--- config.mk ---
export PLATFORM = sky130hd
export DESIGN_NAME = windowed_zero_cross_counter_core
export DESIGN_NICKNAME = d
export VERILOG_FILES = /design/src/rtl/wzc_pkg.sv /design/src/rtl/wzc_csr.sv /design/src/rtl/wzc_mark_store.sv /design/src/rtl/windowed_zero_cross_counter_core.sv
export SDC_FILE = /design/constraint.sdc
export NUM_CORES = 2
export LEC_CHECK = 0
export ABC_AREA = 1
export CORE_UTILIZATION = 60
export DETAILED_ROUTE_END_ITERATION = 8
export DONT_BUFFER_PORTS = 1
export PLACE_DENSITY_LB_ADDON = 0.05
export SETUP_SLACK_MARGIN = 0.4
export SLEW_MARGIN = 20
export SYNTH_ARGS = -nofsm -noshare
export SYNTH_HDL_FRONTEND = slang
export SYNTH_SLANG_ARGS = --single-unit
--- constraint.sdc ---
create_clock -name clock -period 66.8 [get_ports clock]
set_input_delay 10.02 -clock clock [delete_from_list [all_inputs] [get_ports clock]]
set_output_delay 10.02 -clock clock [all_outputs]
set_load 0.1 [all_outputs]
--- src/rtl/wzc_pkg.sv ---
// ----------------------------------------------------------------------------
// wzc_pkg
// Shared types and constants for the windowed zero crossing counter.
// ----------------------------------------------------------------------------
package wzc_pkg;

   localparam int WINDOW_MAX_DEFAULT = 1024;

   localparam int CSR_INDEX_W = 2;
   localparam int CSR_DATA_W  = 16;

   typedef enum logic [CSR_INDEX_W-1:0] {
      CSR_TRIGGER_LEVEL = 2'd0,
      CSR_DC_OFFSET     = 2'd1,
      CSR_WINDOW_LENGTH = 2'd2
   } csr_index_type;

   localparam logic [14:0]        TRIGGER_LEVEL_RESET = 15'd2000;
   localparam logic signed [15:0] DC_OFFSET_RESET     = 16'sd0;
   localparam logic [10:0]        WINDOW_LENGTH_RESET = 11'd1024;

   typedef struct packed {
      logic [14:0]        trigger_level;
      logic signed [15:0] dc_offset;
      logic               window_clear;
   } cfg_type;

   typedef struct packed {
      logic clear;
      logic step;
      logic mark;
   } mark_ctl_type;

endpackage

--- src/rtl/wzc_csr.sv ---
// ----------------------------------------------------------------------------
// wzc_csr
// Configuration registers and effective window length.
// ----------------------------------------------------------------------------
module wzc_csr #(
   parameter int WINDOW_MAX = wzc_pkg::WINDOW_MAX_DEFAULT
) (
   input  logic                                 clock,
   input  logic                                 reset,
   input  logic                                 csr_write_enable,
   input  logic [wzc_pkg::CSR_INDEX_W-1:0]      csr_index,
   input  logic [wzc_pkg::CSR_DATA_W-1:0]       csr_write_data,
   output wzc_pkg::cfg_type                     cfg,
   output logic [$clog2(WINDOW_MAX+1)-1:0]      eff_len
);
   import wzc_pkg::*;

   localparam int LW = $clog2(WINDOW_MAX + 1);

   logic [14:0]        trigger_level_ff, trigger_level_in;
   logic signed [15:0] dc_offset_ff, dc_offset_in;
   logic [10:0]        window_length_ff, window_length_in;
   logic               window_clear;

   always_comb begin
      trigger_level_in = trigger_level_ff;
      dc_offset_in     = dc_offset_ff;
      window_length_in = window_length_ff;
      window_clear     = 1'b0;
      if (csr_write_enable) begin
         unique case (csr_index_type'(csr_index))
            CSR_TRIGGER_LEVEL: begin
               trigger_level_in = csr_write_data[14:0];
            end
            CSR_DC_OFFSET: begin
               dc_offset_in = csr_write_data;
            end
            CSR_WINDOW_LENGTH: begin
               window_length_in = csr_write_data[10:0];
               window_clear     = 1'b1;
            end
            default: begin
            end
         endcase
      end
   end

   always_ff @(posedge clock) begin
      if (reset) begin
         trigger_level_ff <= TRIGGER_LEVEL_RESET;
         dc_offset_ff     <= DC_OFFSET_RESET;
         window_length_ff <= WINDOW_LENGTH_RESET;
      end else begin
         trigger_level_ff <= trigger_level_in;
         dc_offset_ff     <= dc_offset_in;
         window_length_ff <= window_length_in;
      end
   end

   // zero means one, clamp at the store depth
   always_comb begin
      if (window_length_ff == '0) begin
         eff_len = LW'(1);
      end else if (32'(window_length_ff) > 32'(WINDOW_MAX)) begin
         eff_len = LW'(WINDOW_MAX);
      end else begin
         eff_len = LW'(window_length_ff);
      end
   end

   assign cfg.trigger_level = trigger_level_ff;
   assign cfg.dc_offset     = dc_offset_ff;
   assign cfg.window_clear  = window_clear;

endmodule

--- src/rtl/wzc_mark_store.sv ---
// ----------------------------------------------------------------------------
// wzc_mark_store
// Circular crossing mark memory with write position and prefetched read.
// ----------------------------------------------------------------------------
module wzc_mark_store #(
   parameter int WINDOW_MAX = wzc_pkg::WINDOW_MAX_DEFAULT
) (
   input  logic                              clock,
   input  logic                              reset,
   input  wzc_pkg::mark_ctl_type             ctl,
   input  logic [$clog2(WINDOW_MAX+1)-1:0]   eff_len,
   output logic                              retired_mark
);
   import wzc_pkg::*;

   localparam int AW = $clog2(WINDOW_MAX);
   localparam int LW = $clog2(WINDOW_MAX + 1);

   logic          mem [WINDOW_MAX];
   logic [AW-1:0] pos_ff, pos_in;
   logic          wrapped_ff, wrapped_in;
   logic          rd_ff;
   logic [LW-1:0] pos_inc;
   logic          wrap;
   logic [AW-1:0] pos_next;
   logic [AW-1:0] rd_addr;

   assign pos_inc  = LW'(pos_ff) + LW'(1);
   assign wrap     = (pos_inc >= eff_len);
   assign pos_next = wrap ? '0 : pos_inc[AW-1:0];
   assign rd_addr  = ctl.step ? pos_next : pos_ff;

   // entries are only trusted once the position has gone all the way round
   always_comb begin
      pos_in     = pos_ff;
      wrapped_in = wrapped_ff;
      if (ctl.clear) begin
         pos_in     = '0;
         wrapped_in = 1'b0;
      end else if (ctl.step) begin
         pos_in     = pos_next;
         wrapped_in = wrapped_ff | wrap;
      end
   end

   always_ff @(posedge clock) begin
      if (reset) begin
         pos_ff     <= '0;
         wrapped_ff <= 1'b0;
      end else begin
         pos_ff     <= pos_in;
         wrapped_ff <= wrapped_in;
      end
   end

   always_ff @(posedge clock) begin
      if (ctl.step) begin
         mem[pos_ff] <= ctl.mark;
      end
      if (ctl.step && (pos_next == pos_ff)) begin
         rd_ff <= ctl.mark;
      end else begin
         rd_ff <= mem[rd_addr];
      end
   end

   assign retired_mark = rd_ff & wrapped_ff;

endmodule

--- src/rtl/windowed_zero_cross_counter_core.sv ---
// Each rsp transaction appears in the cycle after its req is accepted.
// Throughput: one transaction per cycle unless a stalled rsp holds req_stall;
// the mark memory takes one read plus one write per cycle.
// Reset: synchronous; clears counts, polarity, arming, peak and window state,
// with no clearing pass over the mark memory.
// ----------------------------------------------------------------------------
// windowed_zero_cross_counter_core
// Zero crossing count over a sliding window with hysteresis, plus peak level.
// ----------------------------------------------------------------------------
module windowed_zero_cross_counter_core #(
   parameter int WINDOW_MAX = wzc_pkg::WINDOW_MAX_DEFAULT
) (
   input  logic                             clock,
   input  logic                             reset,
   input  logic                             csr_write_enable,
   input  logic [wzc_pkg::CSR_INDEX_W-1:0]  csr_index,
   input  logic [wzc_pkg::CSR_DATA_W-1:0]   csr_write_data,
   input  logic                             req_valid,
   output logic                             req_stall,
   input  logic signed [15:0]               req_sample,
   input  logic                             req_block_start,
   output logic                             rsp_valid,
   input  logic                             rsp_stall,
   output logic [10:0]                      rsp_crossing_count,
   output logic [15:0]                      rsp_peak_level
);
   import wzc_pkg::*;

   localparam int LW = $clog2(WINDOW_MAX + 1);

   cfg_type       cfg;
   logic [LW-1:0] eff_len;
   mark_ctl_type  mark_ctl;
   logic          retired_mark;

   logic          req_accept;
   logic          rsp_accept;
   logic [15:0]   corrected;
   logic          negative;
   logic          positive;
   logic [15:0]   magnitude;
   logic          crossing;

   logic          polarity_neg_ff, polarity_neg_in;
   logic          armed_ff, armed_in;
   logic [15:0]   peak_ff, peak_in;
   logic [LW-1:0] total_ff, total_in;
   logic          rsp_valid_ff, rsp_valid_in;
   logic [10:0]   rsp_count_ff;
   logic [15:0]   rsp_peak_ff;

   wzc_csr #(
      .WINDOW_MAX (WINDOW_MAX)
   ) u_csr (
      .clock            (clock),
      .reset            (reset),
      .csr_write_enable (csr_write_enable),
      .csr_index        (csr_index),
      .csr_write_data   (csr_write_data),
      .cfg              (cfg),
      .eff_len          (eff_len)
   );

   wzc_mark_store #(
      .WINDOW_MAX (WINDOW_MAX)
   ) u_mark_store (
      .clock        (clock),
      .reset        (reset),
      .ctl          (mark_ctl),
      .eff_len      (eff_len),
      .retired_mark (retired_mark)
   );

   assign req_stall  = rsp_valid_ff & rsp_stall;
   assign req_accept = req_valid & ~req_stall;
   assign rsp_accept = rsp_valid_ff & ~rsp_stall;

   assign corrected = req_sample + cfg.dc_offset;
   assign negative  = corrected[15];
   assign positive  = ~negative & (corrected != '0);
   assign magnitude = negative ? (~corrected + 16'd1) : corrected;
   assign crossing  = armed_ff & ((~polarity_neg_ff & negative) | (polarity_neg_ff & positive));

   assign mark_ctl.clear = cfg.window_clear;
   assign mark_ctl.step  = req_accept;
   assign mark_ctl.mark  = crossing;

   always_comb begin
      polarity_neg_in = polarity_neg_ff;
      armed_in        = armed_ff;
      peak_in         = peak_ff;
      total_in        = total_ff;
      if (cfg.window_clear) begin
         total_in = '0;
      end else if (req_accept) begin
         total_in        = total_ff - LW'(retired_mark) + LW'(crossing);
         polarity_neg_in = polarity_neg_ff ^ crossing;
         armed_in        = (armed_ff & ~crossing) | (magnitude > {1'b0, cfg.trigger_level});
         if (req_block_start || (magnitude > peak_ff)) begin
            peak_in = magnitude;
         end
      end
   end

   always_comb begin
      rsp_valid_in = rsp_valid_ff;
      if (req_accept) begin
         rsp_valid_in = 1'b1;
      end else if (rsp_accept) begin
         rsp_valid_in = 1'b0;
      end
   end

   always_ff @(posedge clock) begin
      if (reset) begin
         polarity_neg_ff <= 1'b0;
         armed_ff        <= 1'b0;
         peak_ff         <= '0;
         total_ff        <= '0;
         rsp_valid_ff    <= 1'b0;
      end else begin
         polarity_neg_ff <= polarity_neg_in;
         armed_ff        <= armed_in;
         peak_ff         <= peak_in;
         total_ff        <= total_in;
         rsp_valid_ff    <= rsp_valid_in;
      end
   end

   always_ff @(posedge clock) begin
      if (req_accept) begin
         rsp_count_ff <= 11'(total_in);
         rsp_peak_ff  <= peak_in;
      end
   end

   assign rsp_valid          = rsp_valid_ff;
   assign rsp_crossing_count = rsp_count_ff;
   assign rsp_peak_level     = rsp_peak_ff;

endmodule

* Word level (Yosys, flattened, before mapping)
Memories as Yosys holds them, arrays and structs flattened. A register that Yosys moved wholly into a read port is not among the register bits.
Index checks and enable logic that the tools add are counted.
** Word-level totals
- Input bits :: 40
- Register bits :: 110
- Bits in latches :: 0
- Output and inout bits :: 29
- ROM bits :: 0
- Memories kept :: 1
- Logic and storage cells :: 70
- Bits in writable memories :: 1024
** Cells by class
- Add/subtract/negate cells :: 5
- Bitwise logic cells :: 20
- Equal/unequal tests :: 2
- Shifts and indexed selects :: 0
- $mul :: 0
- Multiplexer cells :: 16
- Div/mod/pow operators :: 0
- Order comparisons :: 4
- Reductions and logical operators :: 10
** Memory list
- u_mark_store.mem :: words 1024, bits a word 1, rd ports 1, clocked after memory_dff 1, write ports 1, RTL line wzc_mark_store.sv:19 : logic mem [WINDOW_MAX];
** Operators with widths (number)
- 16-bit two-way mux :: 4
- 11-bit two-way mux :: 4
- 10-bit two-way mux :: 2
- 16-bit by 1-bit adder with 16-bit output (second input constant) :: 1
- 16-bit adder :: 1
- 16-bit by 15-bit greater-than comparator with 1-bit output :: 1
- 16-bit greater-than comparator :: 1
- 16-bit inverter :: 1
- 16-bit nonzero test :: 1
- 10-bit by 1-bit adder with 11-bit output (second input constant) :: 1
- 11-bit by 1-bit adder with 11-bit output :: 1
- 11-bit >= comparator :: 1
- 11-bit greater-than comparator (second input constant) :: 1
- 11-bit logical NOT :: 1
- 11-bit by 1-bit subtractor with 11-bit output :: 1
- 1-bit AND :: 9
- 2-bit AND reduction :: 4
- 1-bit two-way mux :: 6
- 1-bit inverter :: 6
- 1-bit bitwise OR :: 3
- 2-bit by 1-bit equality test with 1-bit output (second input constant) :: 1
- 2-bit equality test (second input constant) :: 1
- 2-bit logical NOT :: 1
- 2-bit nonzero test :: 1
- other kinds (3) :: 3

* Logic depth before layout (Yosys ltp)
- Depth after elaboration :: 9
- Mapped depth :: 32
- Depth with buffers taken out :: 31

* Modules after synthesis
A second synthesis with hierarchy kept.
** Unflattened totals
- Cells, all modules :: 5695
- Area, all modules :: 53774.1 um^2
** By module, submodules not included
- wzc_mark_store :: area each 47336.6 um^2, sequential area each 31169.9 um^2, times used 1, cells each 4794
- windowed_zero_cross_counter_core :: area each 4827.1 um^2, sequential area each 1411.4 um^2, times used 1, cells each 685
- wzc_csr :: area each 1610.3 um^2, sequential area each 840.8 um^2, times used 1, cells each 216

* Worst setup path after synthesis
OpenSTA, ideal clock, no wires.
- Kind :: input -> register
- From :: input req_sample[10]
- To :: memory u_mark_store.mem[0], data pin
- Path slack :: 6.024 ns
- Arrival :: 52.284 ns
- Path buffers :: 1
- Cell stages on the path :: 11
- Required time :: 58.308 ns
- Library setup time :: 8.492 ns
- Path through :: ha_1 nand2_1 inv_1 a21oi_2 nor2_1 nor2_1 o21ai_4 xnor2_4 buf_6 nand2_1 a21boi_0
** Between the ends
- Longest elaborated chain between the ends :: 6
** RTL lines
- start: declaration :: RTL line windowed_zero_cross_counter_core.sv:20 : input logic signed [15:0] req_sample,
- 16-bit adder (*) :: RTL line windowed_zero_cross_counter_core.sv:78 : assign corrected = req_sample + cfg.dc_offset;
- 16-bit nonzero test / 1-bit inverter (equally long branches) :: RTL line windowed_zero_cross_counter_core.sv:80 : assign positive = ~negative & (corrected != '0);
- 1-bit AND :: RTL line windowed_zero_cross_counter_core.sv:80
- 1-bit AND :: RTL line windowed_zero_cross_counter_core.sv:82 : assign crossing = armed_ff & ((~polarity_neg_ff & negative) | (polarity_neg_ff & positive));
- 1-bit bitwise OR (*) :: RTL line windowed_zero_cross_counter_core.sv:82
- 1-bit AND (*) :: RTL line windowed_zero_cross_counter_core.sv:82
- net crossing :: RTL line windowed_zero_cross_counter_core.sv:42 : logic crossing;
- end: declaration :: RTL line wzc_mark_store.sv:19
The timed path passes the listed nets; every way through them passes the cells marked *.

* Worst setup path in the final report
- From :: input rsp_stall
- To :: output req_stall
** Between the ends
- Longest elaborated chain between the ends :: 1
** RTL lines
- start: declaration :: RTL line windowed_zero_cross_counter_core.sv:23 : input logic rsp_stall,
- 1-bit AND :: RTL line windowed_zero_cross_counter_core.sv:74 : assign req_stall = rsp_valid_ff & rsp_stall;
- end: declaration :: RTL line windowed_zero_cross_counter_core.sv:19 : output logic req_stall,
Every way passes these cells.

==> results.cfg <==
[run_status]
status = finished, final reports clean

[die]
dieArea_sq_um = 89400
core_area_sq_um = 87000
die_w_um = 299
initial_core_util_pct = 60.8
num_io_pins = 69
row_count = 108
die_height_um = 299

[logic_synthesis]
synth_top_family_by_area = simple AND/OR/NAND/NOR gates
yosysSeqAreaShare_pct = 63.1
synth_nets = 5719
ys_seq_elements = 1144
synth.top_cell.area_share_pct = 59.6
synthTopCellsByArea = edfxtp_1 60%, nand3_1 10%, nand2_1 9.2%, nor2_1 8.2%, dfxtp_1 3.5%
synthFlopType = edfxtp_1
yosys.area_share.simple_pct = 28.1
synth_compound_area_share_pct = 1.90
synth_common_cells = 1294 x nand2_1, 1150 x nor2_1, 1063 x nand3_1
synth_xor_area_share_pct = 0.499
synth_edf_count = 1051
async_reset_ff_share_pct = 0
synth_fa_ha_area_share_pct = 1.80
synth_most_common_cell = nand2_1
synthMuxAreaShare_pct = 0
synth_area_per_cell_sq_um = 9.45
yosys.area.top_type = edfxtp_1
synth_cell_types = 45
syn_inst = 5604
synth.cell_area_sq_um = 52900
yosys_warnings = 0

[cells_and_area]
finalNetCount = 5466
area_growth_pct = 7.87
n_fill_cell = 7125
fin_area_sq_um = 57100
stdcell_count = 6599
final_core_util_pct = 65.6
drive_above_1_share_pct = 5.82
diodes = 0

[placed_design]
io_buffers = 0
dp.cells = 6388
placed_area_sq_um = 53400
dp_hpwl_um = 76000
place_congestion = 0.877

[grt]
grt_max_degree = 186
grt.overflow.total = 0
grt_pass1_vias = 38000
grt_pass1_wl_um = 222000
grt_util_all_layers_pct = 32.8
antenna_found_initial = 0

[sta]
hold-worst-slack_ns = 0.469
rsz0062_at_grt = false
fin_crit_sh_pct = 31.1
worstMarginPinSlew_ns = 1.10
fmax_mhz = 48.1
slew_headroom_pct = 26.2
hold_viol_final = 0
setup_viol = 0
fin_crit_ns = 20.81
fin_skew_ns = 0.0353
report.final.slew_viol_count = 0
tns_ns = 0

[clock_tree]
cts_buffer_depth = 3
cts_tree = yes
cts.repair.resized = 0
numCtsBuffers = 116
clk_pin_slew_worst_paths_ns = 0.06
clock_sinks = 1144
post_cts_buffers = 0
htree_num_levels = 3
cts_root_buf = clkbuf_16
clk_latency_ns = 0.72
holdBufCountCts = 0

[pwr]
power_leakage_nw = 19.6
p_per_area_nw_per_um2 = 29.1
ir_drop_mv = 0.0324

[detailed_routing]
wl_per_cell_um = 22.3
vias = 39700
via_per_inst = 6.02
drt_iter0_markers = 4635
drtPass1Iterations = 7
drc_errors = 0
postRouteAntennaNets = 0
wl_um = 147000

[worst_setup_path]
cp_top_family = buffers and inverters
crit_path_start_kind = input pin
max_stage_delay_ns = 0.71
crit_arrival_ns = 10.79
path_cells = nand2_1, inv_1
worst-setup-path-type = input pin to output pin
crit_buf_inv = 1
cp-end-kind = output pin
reg2reg_depth = 31
cpMaxStageDelayCell = inv_1
cp.depth = 2
crit_required_ns = 56.78
worstPathMaxFanout = 2

[worst_hold_path]
hold_class = flop to flop
min_path_cells = 2

[flow_run]
drv_cap = 0
-- sequential cells by signal (all words and copies together) (netlist names), named ones only --
register,count
polarity_neg_ff,1
armed_ff,1
rsp_valid,1
u_csr.dc_offset_ff,16
total_ff,11
rsp_crossing_count,11
peak_ff,16
u_mark_store.mem,1024
u_csr.window_length_ff,11
u_mark_store.pos_ff,10
rsp_peak_level,16
u_csr.trigger_level_ff,15
u_mark_store.wrapped_ff,1
-- placed cells by master (no fill, tap or decap), drive strengths merged, types with 44 or more instances in the layout --
cell | synthesis | final
o21ai | 71 | 71
buf | 166 | 74
nand3 | 1063 | 1063
nand2 | 1303 | 1303
dfxtp | 93 | 93
nor2 | 1152 | 1152
a21oi | 70 | 70
clkinv | 3 | 44
inv | 165 | 168
ha | 73 | 73
edfxtp | 1051 | 1051
clkbuf | 279 | 156
-- per-layer routing --
layer | global-route usage (%) | vias to the layer above | wire [um] | share of wire, %
met2 | 54.1 | 1806 | 69600 | 47
met5 | 0 | - | 0 | 0
met1 | 43.2 | 19200 | 57100 | 39
met3 | 5.39 | 369 | 14400 | 9.8
li1 | - | 18300 | - | -
met4 | 14.1 | 0 | 6020 | 4.1
-- per-stage QoR --
| stage | total power, W | setup WS (ns) |
|---|---|---|
| after floorplan | 0.00105 | 6.02 |
| after global placement | 0.00103 | 45.98 |
| after detailed placement | 0.00103 | 45.99 |
| after CTS | 0.00166 | 45.99 |
| after global routing | 0.00172 | 45.98 |
| final | 0.00166 | 45.99 |
-- cell families after synthesis --
group / after synthesis
xor gates and xnor gates: 28
and+or+nand+nor: 3567
DFF: 1144
AOI/OAI and AO/OA: 177
buffers and inverters: 613
adders and majority gates: 75
-- power breakdown --
part | leakage [nW] | switching, W | internal [W]
sequential | 9.26 | 0.0000250 | 0.000803
clock | 1.80 | 0.000274 | 0.000364
combinational | 8.53 | 0.000139 | 0.0000560
-- path summary, 6_finish.rpt --
check,endpoint,slack [ns],from
max,req_stall,45.99,rsp_stall
min reg2reg,u_csr.trigger_level_ff[13]$_SDFFE_PP0P_,0.47,u_csr.trigger_level_ff[13]$_SDFFE_PP0P_
max reg2reg,rsp_crossing_count[10]$_DFFE_PP_,59.56,flop
min,u_csr.trigger_level_ff[13]$_SDFFE_PP0P_,0.47,u_csr.trigger_level_ff[13]$_SDFFE_PP0P_
-- cell type report --
class	instances	area, sq um	share of cell area, %
Tap cell	1155	1450	2.53
Sequential cell	1144	33400	58.6
Clock buffer	156	3160	5.53
Inverter	168	652	1.14
Timing Repair Buffer	74	617	1.08
Clock inverter	55	518	0.907
Multi-Input combinational cell	3847	17300	30.2
Power figures use the tool's default switching activity.
